===== src/ebml_element_header_encoder_core_defines.svh =====
// Assertion macros for the EBML element header encoder.
// Used by the top level; no other dependencies.
`ifndef EBML_ELEMENT_HEADER_ENCODER_CORE_DEFINES_SVH
`define EBML_ELEMENT_HEADER_ENCODER_CORE_DEFINES_SVH

`ifndef ASSERT_OFF
// Plain property check, clocked, disabled in reset
`define EHE_ASSERT(lbl, clk, rst_n, prop, msg) \
	lbl: assert property (@(posedge clk) disable iff (!rst_n) (prop)) else $error(msg);
// Check on the cycle after a trigger
`define EHE_ASSERT_NEXT(lbl, clk, rst_n, trig, cons, msg) \
	lbl: assert property (@(posedge clk) disable iff (!rst_n) (trig) |=> (cons)) else $error(msg);
`else
`define EHE_ASSERT(lbl, clk, rst_n, prop, msg)
`define EHE_ASSERT_NEXT(lbl, clk, rst_n, trig, cons, msg)
`endif

`endif


===== src/ehe_pkg.sv =====
// Shared types and constants for the EBML element header encoder.
// No dependencies.
package ehe_pkg;

	localparam int QUEUE_DEPTH = 2;

	// request types
	localparam logic [1:0] REQ_UINT   = 2'd0;
	localparam logic [1:0] REQ_SIZED  = 2'd1;
	localparam logic [1:0] REQ_MASTER = 2'd2;
	localparam logic [1:0] REQ_MSIZE  = 2'd3;

	localparam logic [7:0] VINT_LEN1_MARK = 8'h80;
	localparam logic [7:0] VINT_LEN8_MARK = 8'h01;

	// One classified request: ID bytes, optional single header byte,
	// then body bytes; byte fields are left aligned (next byte on top).
	typedef struct packed {
		logic [31:0] id_al;
		logic [2:0]  nid;
		logic        hdr_en;
		logic [7:0]  hdr;
		logic [63:0] body_al;
		logic [3:0]  nbody;
		logic        err;
	} desc_t;

endpackage


===== src/ebml_element_header_encoder_core.sv =====
// EBML element header encoder, top level: front end, queue, serializer.
// Depends on ehe_pkg, ehe_fifo, ehe_front, ehe_back and the defines header.
//
// Each request yields 1 to 13 bytes, most significant first, one byte per
// cycle on the output while out_ready is high; the serializer starts the next
// request in the cycle after the previous last byte, so bytes of consecutive
// queued requests stream without gaps.
// The input takes one request per cycle while the input register and the
// descriptor queue (QDEPTH entries) have room; a request passes the input
// register, the queue and the serializer's descriptor register before its
// first byte appears. error is set only on a single zero byte that is also
// the last.
`include "ebml_element_header_encoder_core_defines.svh"

module ebml_element_header_encoder_core #(
	parameter int QDEPTH = ehe_pkg::QUEUE_DEPTH
) (
	input  logic        clk,
	input  logic        arst_n,
	input  logic        in_valid,
	output logic        in_ready,
	input  logic [1:0]  req_type,
	input  logic [31:0] elem_id,
	input  logic [63:0] value,
	output logic        out_valid,
	input  logic        out_ready,
	output logic [7:0]  out_byte,
	output logic        last,
	output logic        error
);
	import ehe_pkg::*;

	logic  q_push, q_full, q_pop, q_nempty;
	desc_t q_wdata, q_rdata;

	// classify requests
	ehe_front u_front (
		.clk      (clk),
		.arst_n   (arst_n),
		.in_valid (in_valid),
		.in_ready (in_ready),
		.req_type (req_type),
		.elem_id  (elem_id),
		.value    (value),
		.q_full   (q_full),
		.q_push   (q_push),
		.q_data   (q_wdata)
	);

	// decouple front and back
	ehe_fifo #(
		.DEPTH (QDEPTH)
	) u_fifo (
		.clk    (clk),
		.arst_n (arst_n),
		.push   (q_push),
		.wdata  (q_wdata),
		.full   (q_full),
		.pop    (q_pop),
		.nempty (q_nempty),
		.rdata  (q_rdata)
	);

	// serialize bytes
	ehe_back u_back (
		.clk       (clk),
		.arst_n    (arst_n),
		.q_nempty  (q_nempty),
		.q_data    (q_rdata),
		.q_pop     (q_pop),
		.out_valid (out_valid),
		.out_ready (out_ready),
		.out_byte  (out_byte),
		.last      (last),
		.error     (error)
	);

	// an error result is a single zero byte
	`EHE_ASSERT(a_err_single, clk, arst_n, !(out_valid && error) || (last && out_byte == 8'h00), "error byte must be last and zero")
	// never write into a full queue
	`EHE_ASSERT(a_no_overflow, clk, arst_n, !(q_push && q_full), "queue overflow")
	// output goes idle after a last byte when nothing is queued
	`EHE_ASSERT_NEXT(a_idle_after_last, clk, arst_n, out_valid && out_ready && last && !q_nempty, !out_valid, "output busy without a queued request")

endmodule


===== src/ehe_fifo.sv =====
// Small descriptor queue between the classifier and the serializer.
// Depends on ehe_pkg.
module ehe_fifo #(
	parameter int DEPTH = ehe_pkg::QUEUE_DEPTH
) (
	input  logic           clk,
	input  logic           arst_n,
	input  logic           push,
	input  ehe_pkg::desc_t wdata,
	output logic           full,
	input  logic           pop,
	output logic           nempty,
	output ehe_pkg::desc_t rdata
);
	import ehe_pkg::*;

	localparam int PW = (DEPTH > 1) ? $clog2(DEPTH) : 1;
	localparam int CW = $clog2(DEPTH + 1);

	desc_t         mem_q [DEPTH];
	logic [PW-1:0] wptr_q, rptr_q;
	logic [CW-1:0] count_q;

	assign full   = (count_q == CW'(DEPTH));
	assign nempty = (count_q != '0);
	assign rdata  = mem_q[rptr_q];

	// store pushed entries
	always_ff @(posedge clk) begin
		if (push) begin
			mem_q[wptr_q] <= wdata;
		end
	end

	// advance pointers and occupancy
	always_ff @(posedge clk or negedge arst_n) begin
		if (!arst_n) begin
			wptr_q  <= '0;
			rptr_q  <= '0;
			count_q <= '0;
		end else begin
			if (push) begin
				wptr_q <= (wptr_q == PW'(DEPTH - 1)) ? '0 : wptr_q + 1'b1;
			end
			if (pop) begin
				rptr_q <= (rptr_q == PW'(DEPTH - 1)) ? '0 : rptr_q + 1'b1;
			end
			if (push && !pop) begin
				count_q <= count_q + 1'b1;
			end else if (pop && !push) begin
				count_q <= count_q - 1'b1;
			end
		end
	end

endmodule


===== src/ehe_front.sv =====
// Front end: registers requests and classifies them into descriptors.
// Depends on ehe_pkg.
module ehe_front (
	input  logic           clk,
	input  logic           arst_n,
	input  logic           in_valid,
	output logic           in_ready,
	input  logic [1:0]     req_type,
	input  logic [31:0]    elem_id,
	input  logic [63:0]    value,
	input  logic           q_full,
	output logic           q_push,
	output ehe_pkg::desc_t q_data
);
	import ehe_pkg::*;

	logic        valid_s1;
	logic [1:0]  type_s1;
	logic [31:0] id_s1;
	logic [63:0] val_s1;

	logic        in_fire;
	logic [2:0]  nid;
	logic [3:0]  nb;
	logic [3:0]  sz;
	logic [7:0]  ge;
	logic [63:0] marked;
	logic        err1, err3;

	assign q_push   = valid_s1 && !q_full;
	assign in_ready = !valid_s1 || q_push;
	assign in_fire  = in_valid && in_ready;

	// hold the request until the queue takes it
	always_ff @(posedge clk or negedge arst_n) begin
		if (!arst_n) begin
			valid_s1 <= 1'b0;
		end else if (in_fire) begin
			valid_s1 <= 1'b1;
		end else if (q_push) begin
			valid_s1 <= 1'b0;
		end
	end

	always_ff @(posedge clk) begin
		if (in_fire) begin
			type_s1 <= req_type;
			id_s1   <= elem_id;
			val_s1  <= value;
		end
	end

	// ID length, value length and minimal vint length
	always_comb begin
		if (id_s1[31:24] != '0) begin
			nid = 3'd4;
		end else if (id_s1[23:16] != '0) begin
			nid = 3'd3;
		end else if (id_s1[15:8] != '0) begin
			nid = 3'd2;
		end else begin
			nid = 3'd1;
		end

		nb = 4'd1;
		for (int k = 1; k < 8; k++) begin
			if (val_s1[8*k +: 8] != '0) begin
				nb = 4'(k + 1);
			end
		end

		// ge[k]: value reaches the all-ones code of a k-byte vint
		ge = '0;
		for (int k = 1; k < 8; k++) begin
			ge[k] = (val_s1 >= ((64'd1 << (7 * k)) - 64'd1));
		end
		sz = 4'd1 + 4'($countones(ge));

		marked = val_s1 | (64'd1 << (6'(sz) * 6'd7));
		err1   = (val_s1[63:56] != '0) || (&val_s1[55:0]);
		err3   = (val_s1[63:56] != '0);
	end

	// build the descriptor
	always_comb begin
		q_data         = '0;
		q_data.id_al   = id_s1 << {(3'd4 - nid), 3'b000};
		q_data.nid     = nid;
		case (type_s1)
			REQ_UINT: begin
				q_data.hdr_en  = 1'b1;
				q_data.hdr     = VINT_LEN1_MARK | 8'(nb);
				q_data.body_al = val_s1 << {(4'd8 - nb), 3'b000};
				q_data.nbody   = nb;
			end
			REQ_SIZED: begin
				q_data.body_al = marked << {(4'd8 - sz), 3'b000};
				q_data.nbody   = sz;
			end
			REQ_MASTER: begin
				q_data.body_al = '0;
				q_data.nbody   = 4'd8;
			end
			REQ_MSIZE: begin
				q_data.nid     = 3'd0;
				q_data.body_al = {VINT_LEN8_MARK, val_s1[55:0]};
				q_data.nbody   = 4'd8;
			end
			default: begin
				q_data.nbody = 4'd8;
			end
		endcase
		// unencodable length: one zero byte flagged as error
		if ((type_s1 == REQ_SIZED && err1) || (type_s1 == REQ_MSIZE && err3)) begin
			q_data.nid    = 3'd0;
			q_data.hdr_en = 1'b1;
			q_data.hdr    = '0;
			q_data.nbody  = 4'd0;
			q_data.err    = 1'b1;
		end
	end

endmodule


===== src/ehe_back.sv =====
// Back end: serializes one descriptor into bytes, one per transfer.
// Depends on ehe_pkg.
module ehe_back (
	input  logic           clk,
	input  logic           arst_n,
	input  logic           q_nempty,
	input  ehe_pkg::desc_t q_data,
	output logic           q_pop,
	output logic           out_valid,
	input  logic           out_ready,
	output logic [7:0]     out_byte,
	output logic           last,
	output logic           error
);
	import ehe_pkg::*;

	desc_t      cur_q;
	logic       busy_q;
	logic [3:0] remain;
	logic       out_fire;

	assign remain    = 4'(cur_q.nid) + 4'(cur_q.hdr_en) + cur_q.nbody;
	assign last      = (remain == 4'd1);
	assign error     = cur_q.err;
	assign out_valid = busy_q;
	assign out_fire  = out_valid && out_ready;
	assign q_pop     = q_nempty && (!busy_q || (out_fire && last));

	// pick the next byte: ID, then header byte, then body
	always_comb begin
		if (cur_q.nid != '0) begin
			out_byte = cur_q.id_al[31:24];
		end else if (cur_q.hdr_en) begin
			out_byte = cur_q.hdr;
		end else begin
			out_byte = cur_q.body_al[63:56];
		end
	end

	always_ff @(posedge clk or negedge arst_n) begin
		if (!arst_n) begin
			busy_q <= 1'b0;
		end else if (q_pop) begin
			busy_q <= 1'b1;
		end else if (out_fire && last) begin
			busy_q <= 1'b0;
		end
	end

	// load a new descriptor or drop the byte just sent
	always_ff @(posedge clk) begin
		if (q_pop) begin
			cur_q <= q_data;
		end else if (out_fire) begin
			if (cur_q.nid != '0) begin
				cur_q.nid   <= cur_q.nid - 3'd1;
				cur_q.id_al <= {cur_q.id_al[23:0], 8'h00};
			end else if (cur_q.hdr_en) begin
				cur_q.hdr_en <= 1'b0;
			end else begin
				cur_q.nbody   <= cur_q.nbody - 4'd1;
				cur_q.body_al <= {cur_q.body_al[55:0], 8'h00};
			end
		end
	end

endmodule

===== config.mk =====
export PLATFORM = sky130hd
export DESIGN_NAME = ebml_element_header_encoder_core
export DESIGN_NICKNAME = d
export VERILOG_FILES = /design/src/ehe_pkg.sv /design/src/ebml_element_header_encoder_core.sv /design/src/ehe_fifo.sv /design/src/ehe_front.sv /design/src/ehe_back.sv
export VERILOG_INCLUDE_DIRS = /design/src /design/src/src
export SDC_FILE = /design/constraint.sdc
export NUM_CORES = 1
export LEC_CHECK = 0
export ABC_AREA = 1
export BUFFER_PORTS_ARGS = -buffer_cell sky130_fd_sc_hd__buf_4
export CAP_MARGIN = 15
export CORE_MARGIN = 2
export CORE_UTILIZATION = 62
export CTS_CLUSTER_DIAMETER = 200
export DETAILED_ROUTE_END_ITERATION = 10
export PLACE_DENSITY = 0.87
export SYNTH_ARGS = -nofsm -noshare
export SYNTH_HDL_FRONTEND = slang
export SYNTH_SLANG_ARGS = --single-unit

===== constraint.sdc =====
create_clock -name clk -period 8.5 [get_ports clk]
set_clock_uncertainty 0.15 [all_clocks]
set_input_delay 1.275 -clock clk [delete_from_list [all_inputs] [get_ports clk]]
set_output_delay 1.275 -clock clk [all_outputs]
set_load 0.03 [all_outputs]

# After elaboration in Yosys (flattened, before gate mapping)
# Memories as Yosys holds them, arrays and structs flattened.
# Index checks and enable logic that the tools add are counted.
[op_classes]
n_addsub = 18
mul = 1
div = 0
magnitude_cmp = 7
n_eq_ne = 7
shift = 4
n_mux = 35
bitwise = 1
n_reduce_logical = 40
[op_table]
columns = ["op", "n"]
rows = [
  ["68-bit 2-to-1 mux", 4],
  ["68-bit case mux with 4 select lines", 1],
  ["64-bit by 7-bit << shifter with 64-bit output", 2],
  ["8-bit nonzero test", 10],
  ["36-bit 2-to-1 mux", 2],
  ["64-bit by 14-bit >= comparator with 1-bit output (second input constant)", 1],
  ["64-bit by 21-bit >= comparator with 1-bit output (second input constant)", 1],
  ["64-bit by 28-bit >= comparator with 1-bit output (second input constant)", 1],
  ["64-bit by 35-bit >= comparator with 1-bit output (second input constant)", 1],
  ["64-bit by 42-bit >= comparator with 1-bit output (second input constant)", 1],
  ["64-bit by 49-bit >= comparator with 1-bit output (second input constant)", 1],
  ["64-bit by 7-bit >= comparator with 1-bit output (second input constant)", 1],
  ["64-bit bitwise OR", 1],
  ["1-bit by 6-bit << shifter with 64-bit output (first input constant)", 1],
  ["56-bit AND reduction", 1],
  ["35-bit 2-to-1 mux", 1],
  ["32-bit by 6-bit << shifter with 32-bit output", 1],
  ["3-bit 2-to-1 mux", 7],
  ["8-bit 2-to-1 mux", 2],
  ["4-bit adder", 3],
  ["12-bit 2-to-1 mux", 1],
  ["2-bit nonzero test", 6],
  ["2-bit 2-to-1 mux", 5],
  ["1-bit logical AND", 9],
  ["26 further kinds", 49],
]
[word_totals]
ff_bits = 217
latch_bits = 0
ramBits = 226
rom_bits = 0
elab_cells = 129
memories = 1
[mem_list]
columns = ["memory", "depth", "width", "rd", "rd_clocked_by_memory_dff", "write_ports", "line", "text"]
rows = [
  ["u_fifo.mem_q", 2, 113, 1, 0, 1, "ehe_fifo.sv:20", "desc_t mem_q [DEPTH];"],
]

# Logic depth before layout (Yosys ltp)
[depth]
depth_word = 12
mapped_depth = 32

# Modules after synthesis
# From an unflattened synthesis, not the netlist that was laid out.
[unflattened]
hier_cells = 2312
hier_area_um2 = 23328.6
[modules_own_cells]
columns = ["module", "n_inst", "cells_per_inst", "area_each_um2", "seq_area_each_um2"]
rows = [
  ["ehe_front", 1, 1434, 9625.5, 2967.8],
  ["ehe_fifo", 1, 377, 8609.5, 6886.6],
  ["ehe_back", 1, 501, 5093.6, 3418.3],
]

# Worst setup path after synthesis
# OpenSTA, ideal clock, no wires.
[synth_timing]
kind = "input-to-reg"
from = "input out_ready"
to = "register u_back.cur_q[10] (netlist name) (enable)"
t_arrival_ns = 6.411
required_ns = 7.756
path_slack_ns = 1.345
stages = 2
path_cell_list = "nand2_1 o31ai_1"
[synth_via]
elab_chain_len = 6
[synth_rtl]
columns = ["element", "line", "text"]
rows = [
  ["start: declaration", "ebml_element_header_encoder_core.sv:26", "input logic out_ready,"],
  ["1-bit logical AND (*)", "ehe_back.sv:26", "assign out_fire = out_valid && out_ready;"],
  ["1-bit logical AND", "ehe_back.sv:27", "assign q_pop = q_nempty && (!busy_q || (out_fire && last));"],
  ["1-bit logical OR", "ehe_back.sv:27", ""],
  ["1-bit logical AND", "ehe_back.sv:27", ""],
  ["2-bit != test (no line) / 2-bit nonzero test (equally long branches)", "-", ""],
  ["3-bit AND reduction (no line) (*)", "-", ""],
  ["end signal: assignment", "ehe_back.sv:53", "cur_q <= q_data;"],
  ["end: declaration", "ehe_back.sv:17", "desc_t cur_q;"],
]
# Every way passes the cells marked *; elsewhere a longest branch is shown, timed or not.
# A chain may end at the register's enable or synchronous reset.

==> metrics.cfg <==
[critical_path]
worst_setup_path_end_kind=flop
worst-endpoint-arrival_ns=7.55
crit_path_frequent_cell=sky130_fd_sc_hd__nand2_1
critPathMaxFanout=10
critPathKind=reg2reg
timing.critical_path.slowest_cell_delay_ns=0.54
worst-endpoint-required_ns=8.78
worst_setup_path_start_kind=flop
crit_slowest_cell=sky130_fd_sc_hd__xnor2_1

[layout]
layout.nets=2521
seqCellArea_um2=13000
multiInputGateArea_um2=8320
final_util_pct=70.0
n_fill_cell=2527
area_growth_pct=10.9
layout-drive-gt1-share_pct=14.7
num_antenna_cells=0
final-instance-count-excl-fill=2880

[grt]
grt_pass1_vias=17600
pin_count_of_the_biggest_net_entering_global_routing=97
number_of_antenna_violations_at_the_first_check_in_global_routing=2
globalRouteTotalUtil_pct=36.5
grt_overflow_total=0
grt_pass1_wl_mm=104

[timing]
achievable-frequency_ghz=0.138
finalMaxSlewViolations=0
hold_slack_ns=0.338
min_period_over_period_pct=85.5
setup_total_negative_slack_ns=0
report.final.hold_viol_count=0
final_worst_setup_slack_ns=1.23
setup_viol=0
rsz0062_at_grt=no
actual_transition_at_the_worst_max_transition_pin_ns=1.05
timing.final.crit_period_ns=7.27
worst_slew_margin_rel_pct=29.7

[yosys]
ys_seq_elements=434
area_contributors_post_synth=sky130_fd_sc_hd__edfxtp_1 57%, sky130_fd_sc_hd__nand2_1 10%, sky130_fd_sc_hd__nand3_1 7.1%
synth_enable_flop_cells=428
synth_fp_nets=2466
commonest_register_cell_after_synthesis=sky130_fd_sc_hd__edfxtp_1
post_synth_num_cell_types=57
warning_count_from_the_yosys_run=0
synthDominantCellAreaShare_pct=57.1
asyncSetResetFlopFracSynth_pct=1.38
syn-mean-instance-area_um2=9.66
yosys_top_cell_by_area=sky130_fd_sc_hd__edfxtp_1
seq_area_frac_synth_pct=57.8
synthesis.instances=2330
synthesis.area_um2=22500

[power_and_ir_drop]
leakage_uw=0.0100
switching_share_pct=36.0
netSwitchingPower_uw=2930
ir_drop_mv=0.341
combinationalPowerShare_pct=30.4
sequentialPowerShare_pct=46.7
power_frac_clock_pct=22.9
power_report.internal_total_uw=5200
power.density_cell_area_nw_per_um2=326

[min_path]
min_path_type=in2async

[routing]
firstDrtPassIters=6
vias=18300
post-route-drc-count=0
wl_mm=68.5
avg_vias_per_cell=6.36
detailedRoute.firstIterationViolations=2852
routedWlPerCell_um=23.8
antenna_left=0

[clock_tree]
holdBufCountCts=0
cts_inserted_buffers=44
cts_tree=done
cts_buffer_depth=3
clock_insertion_delay_at_the_later_pin_of_the_skew_report_ns=0.59
number_of_buffers_inserted_to_repair_setup_after_cts=0
clkTransAtPathRegs_ns=0.06
numClockSinks=434
cts-resized-gates=0
cts_root_buffer=sky130_fd_sc_hd__clkbuf_16
h-tree-depth=2

[outcome]
run_status=completed

[placement]
dp.final_hpwl_mm=47.0
count_of_buffers_from_port_buffering=113
gp_routability_congestion=1.06
pre_cts_slack_ns=1.40
placedCellCount=2799

[die]
dieHeight_um=195
width_of_the_die_um=195
overall_die_area_um2=37800
io-pin-count=114
placeableCoreArea_um2=35700
initial_core_util_pct=63.1
fp-row-count=69

[flow_run]
timing.max_cap.violations=0

## registers in the layout, indices dropped and copies added, names as in the netlist
name,cells
u_front.id_s1,32
u_front.val_s1,64
u_fifo.mem_q,220
u_fifo.wptr_q,1
u_front.type_s1,2
u_fifo.rptr_q,1
u_back.error,1
u_back.cur_q,109
u_back.out_valid,1
u_fifo.count_q,2
u_front.valid_s1,1
## synth_stat cells, types with 9 or more instances
master,instances
sky130_fd_sc_hd__nand2_1,610
sky130_fd_sc_hd__edfxtp_1,428
sky130_fd_sc_hd__nand3_1,321
sky130_fd_sc_hd__nor2_1,135
sky130_fd_sc_hd__inv_1,120
sky130_fd_sc_hd__o21ai_0,93
sky130_fd_sc_hd__o211ai_1,88
sky130_fd_sc_hd__or2_2,83
sky130_fd_sc_hd__clkbuf_1,67
sky130_fd_sc_hd__a21oi_1,65
sky130_fd_sc_hd__buf_2,27
sky130_fd_sc_hd__nand4_1,27
sky130_fd_sc_hd__o22ai_1,26
sky130_fd_sc_hd__ha_1,25
sky130_fd_sc_hd__inv_2,24
sky130_fd_sc_hd__a22oi_1,22
sky130_fd_sc_hd__nor3_1,21
sky130_fd_sc_hd__buf_4,17
sky130_fd_sc_hd__nor4_1,12
sky130_fd_sc_hd__buf_1,11
sky130_fd_sc_hd__buf_6,10
sky130_fd_sc_hd__mux2i_1,10
sky130_fd_sc_hd__fa_1,9
## metrics by stage
stage	power, uW	cell area [um2]
floorplan	5410	22500
global placement	6050	23500
detailed placement	6210	23500
CTS	8080	24900
global route	8520	25000
finish	8130	25000
## power by group through the flow
stage               logic, uW  registers [uW]  clock network [uW]
finish                   2470            3790                1860
floorplan                1660            3760                   0
detailed placement       2390            3820                   0
global placement         2290            3770                   0
CTS                      2420            3780                1880
global route             2710            3850                1960
## metal layers
| layer | vias up | track usage (%) | share of wire [%] |
|---|---|---|---|
| li1 | 8267 | - | - |
| met1 | 8637 | 53.1 | 40 |
| met2 | 1259 | 53.2 | 43 |
| met3 | 143 | 11.5 | 14 |
| met4 | 2 | 10.4 | 3.1 |
| met5 | - | 0 | 0.013 |
## kinds of logic after synthesis
kind of cell / Yosys count / synth area share, %
and+or+nand+nor: 1237 / 24.7
DFF: 434 / 57.8
AOI/OAI and AO/OA: 323 / 9.05
buffers and inverters: 283 / 5.50
adders and majority gates: 34 / 2.19
muxes: 10 / 0.445
xor gates and xnor gates: 9 / 0.384
## area by class of cell
type                    count  area share [%]
repair buffers            143            4.40
clock inverters            28           0.948
clock buffers              52            4.62
flip-flops and latches    434            52.1
multi-input cells        1613            33.3
inverters                 149            2.26
well taps                 461            2.31
## worst max-delay path: cells and delay by family (launching register included)
kind / cells / cell delay, ns
fa+ha+maj: 7 / 2.49
simple gates: 10 / 1.93
xor+xnor: 2 / 0.96
buf+inv: 4 / 0.61
flops: 1 / 0.53
compound gates: 2 / 0.44
## cell usage in the layout, fill, tap and decap left out, types with 14 or more instances in the layout
master,n
sky130_fd_sc_hd__ha_1,24
sky130_fd_sc_hd__inv_1,119
sky130_fd_sc_hd__clkbuf_16,45
sky130_fd_sc_hd__a22oi_1,22
sky130_fd_sc_hd__inv_2,24
sky130_fd_sc_hd__edfxtp_1,428
sky130_fd_sc_hd__o21ai_0,92
sky130_fd_sc_hd__nand2_1,610
sky130_fd_sc_hd__a21oi_1,65
sky130_fd_sc_hd__nand3_1,321
sky130_fd_sc_hd__buf_4,141
sky130_fd_sc_hd__clkinv_1,14
sky130_fd_sc_hd__o211ai_1,88
sky130_fd_sc_hd__nor2_1,133
sky130_fd_sc_hd__o22ai_1,26
sky130_fd_sc_hd__nor3_1,21
sky130_fd_sc_hd__nand4_1,27
sky130_fd_sc_hd__or2_2,83
## final timing paths
check	start	to	slack [ns]	cells past startpoint
setup reg to reg	u_front.val_s1[29]$_DFFE_PP_	u_fifo.mem_q[1][29]$_DFFE_PP_	1.23	25
min in group clk	u_back.cur_q[37]$_DFFE_PP_	u_back.cur_q[45]$_DFFE_PP_	0.37	2
hold reg to reg	u_back.cur_q[37]$_DFFE_PP_	u_back.cur_q[45]$_DFFE_PP_	0.37	2
hold / removal	arst_n	u_back.out_valid$_DFFE_PN0P_	0.34	1
max in group asynchronous	arst_n	u_fifo.rptr_q$_DFFE_PN0P_	7.73	1
setup / recovery	u_front.val_s1[29]$_DFFE_PP_	u_fifo.mem_q[1][29]$_DFFE_PP_	1.23	25
No activity file was read; power rests on OpenSTA's default activity.
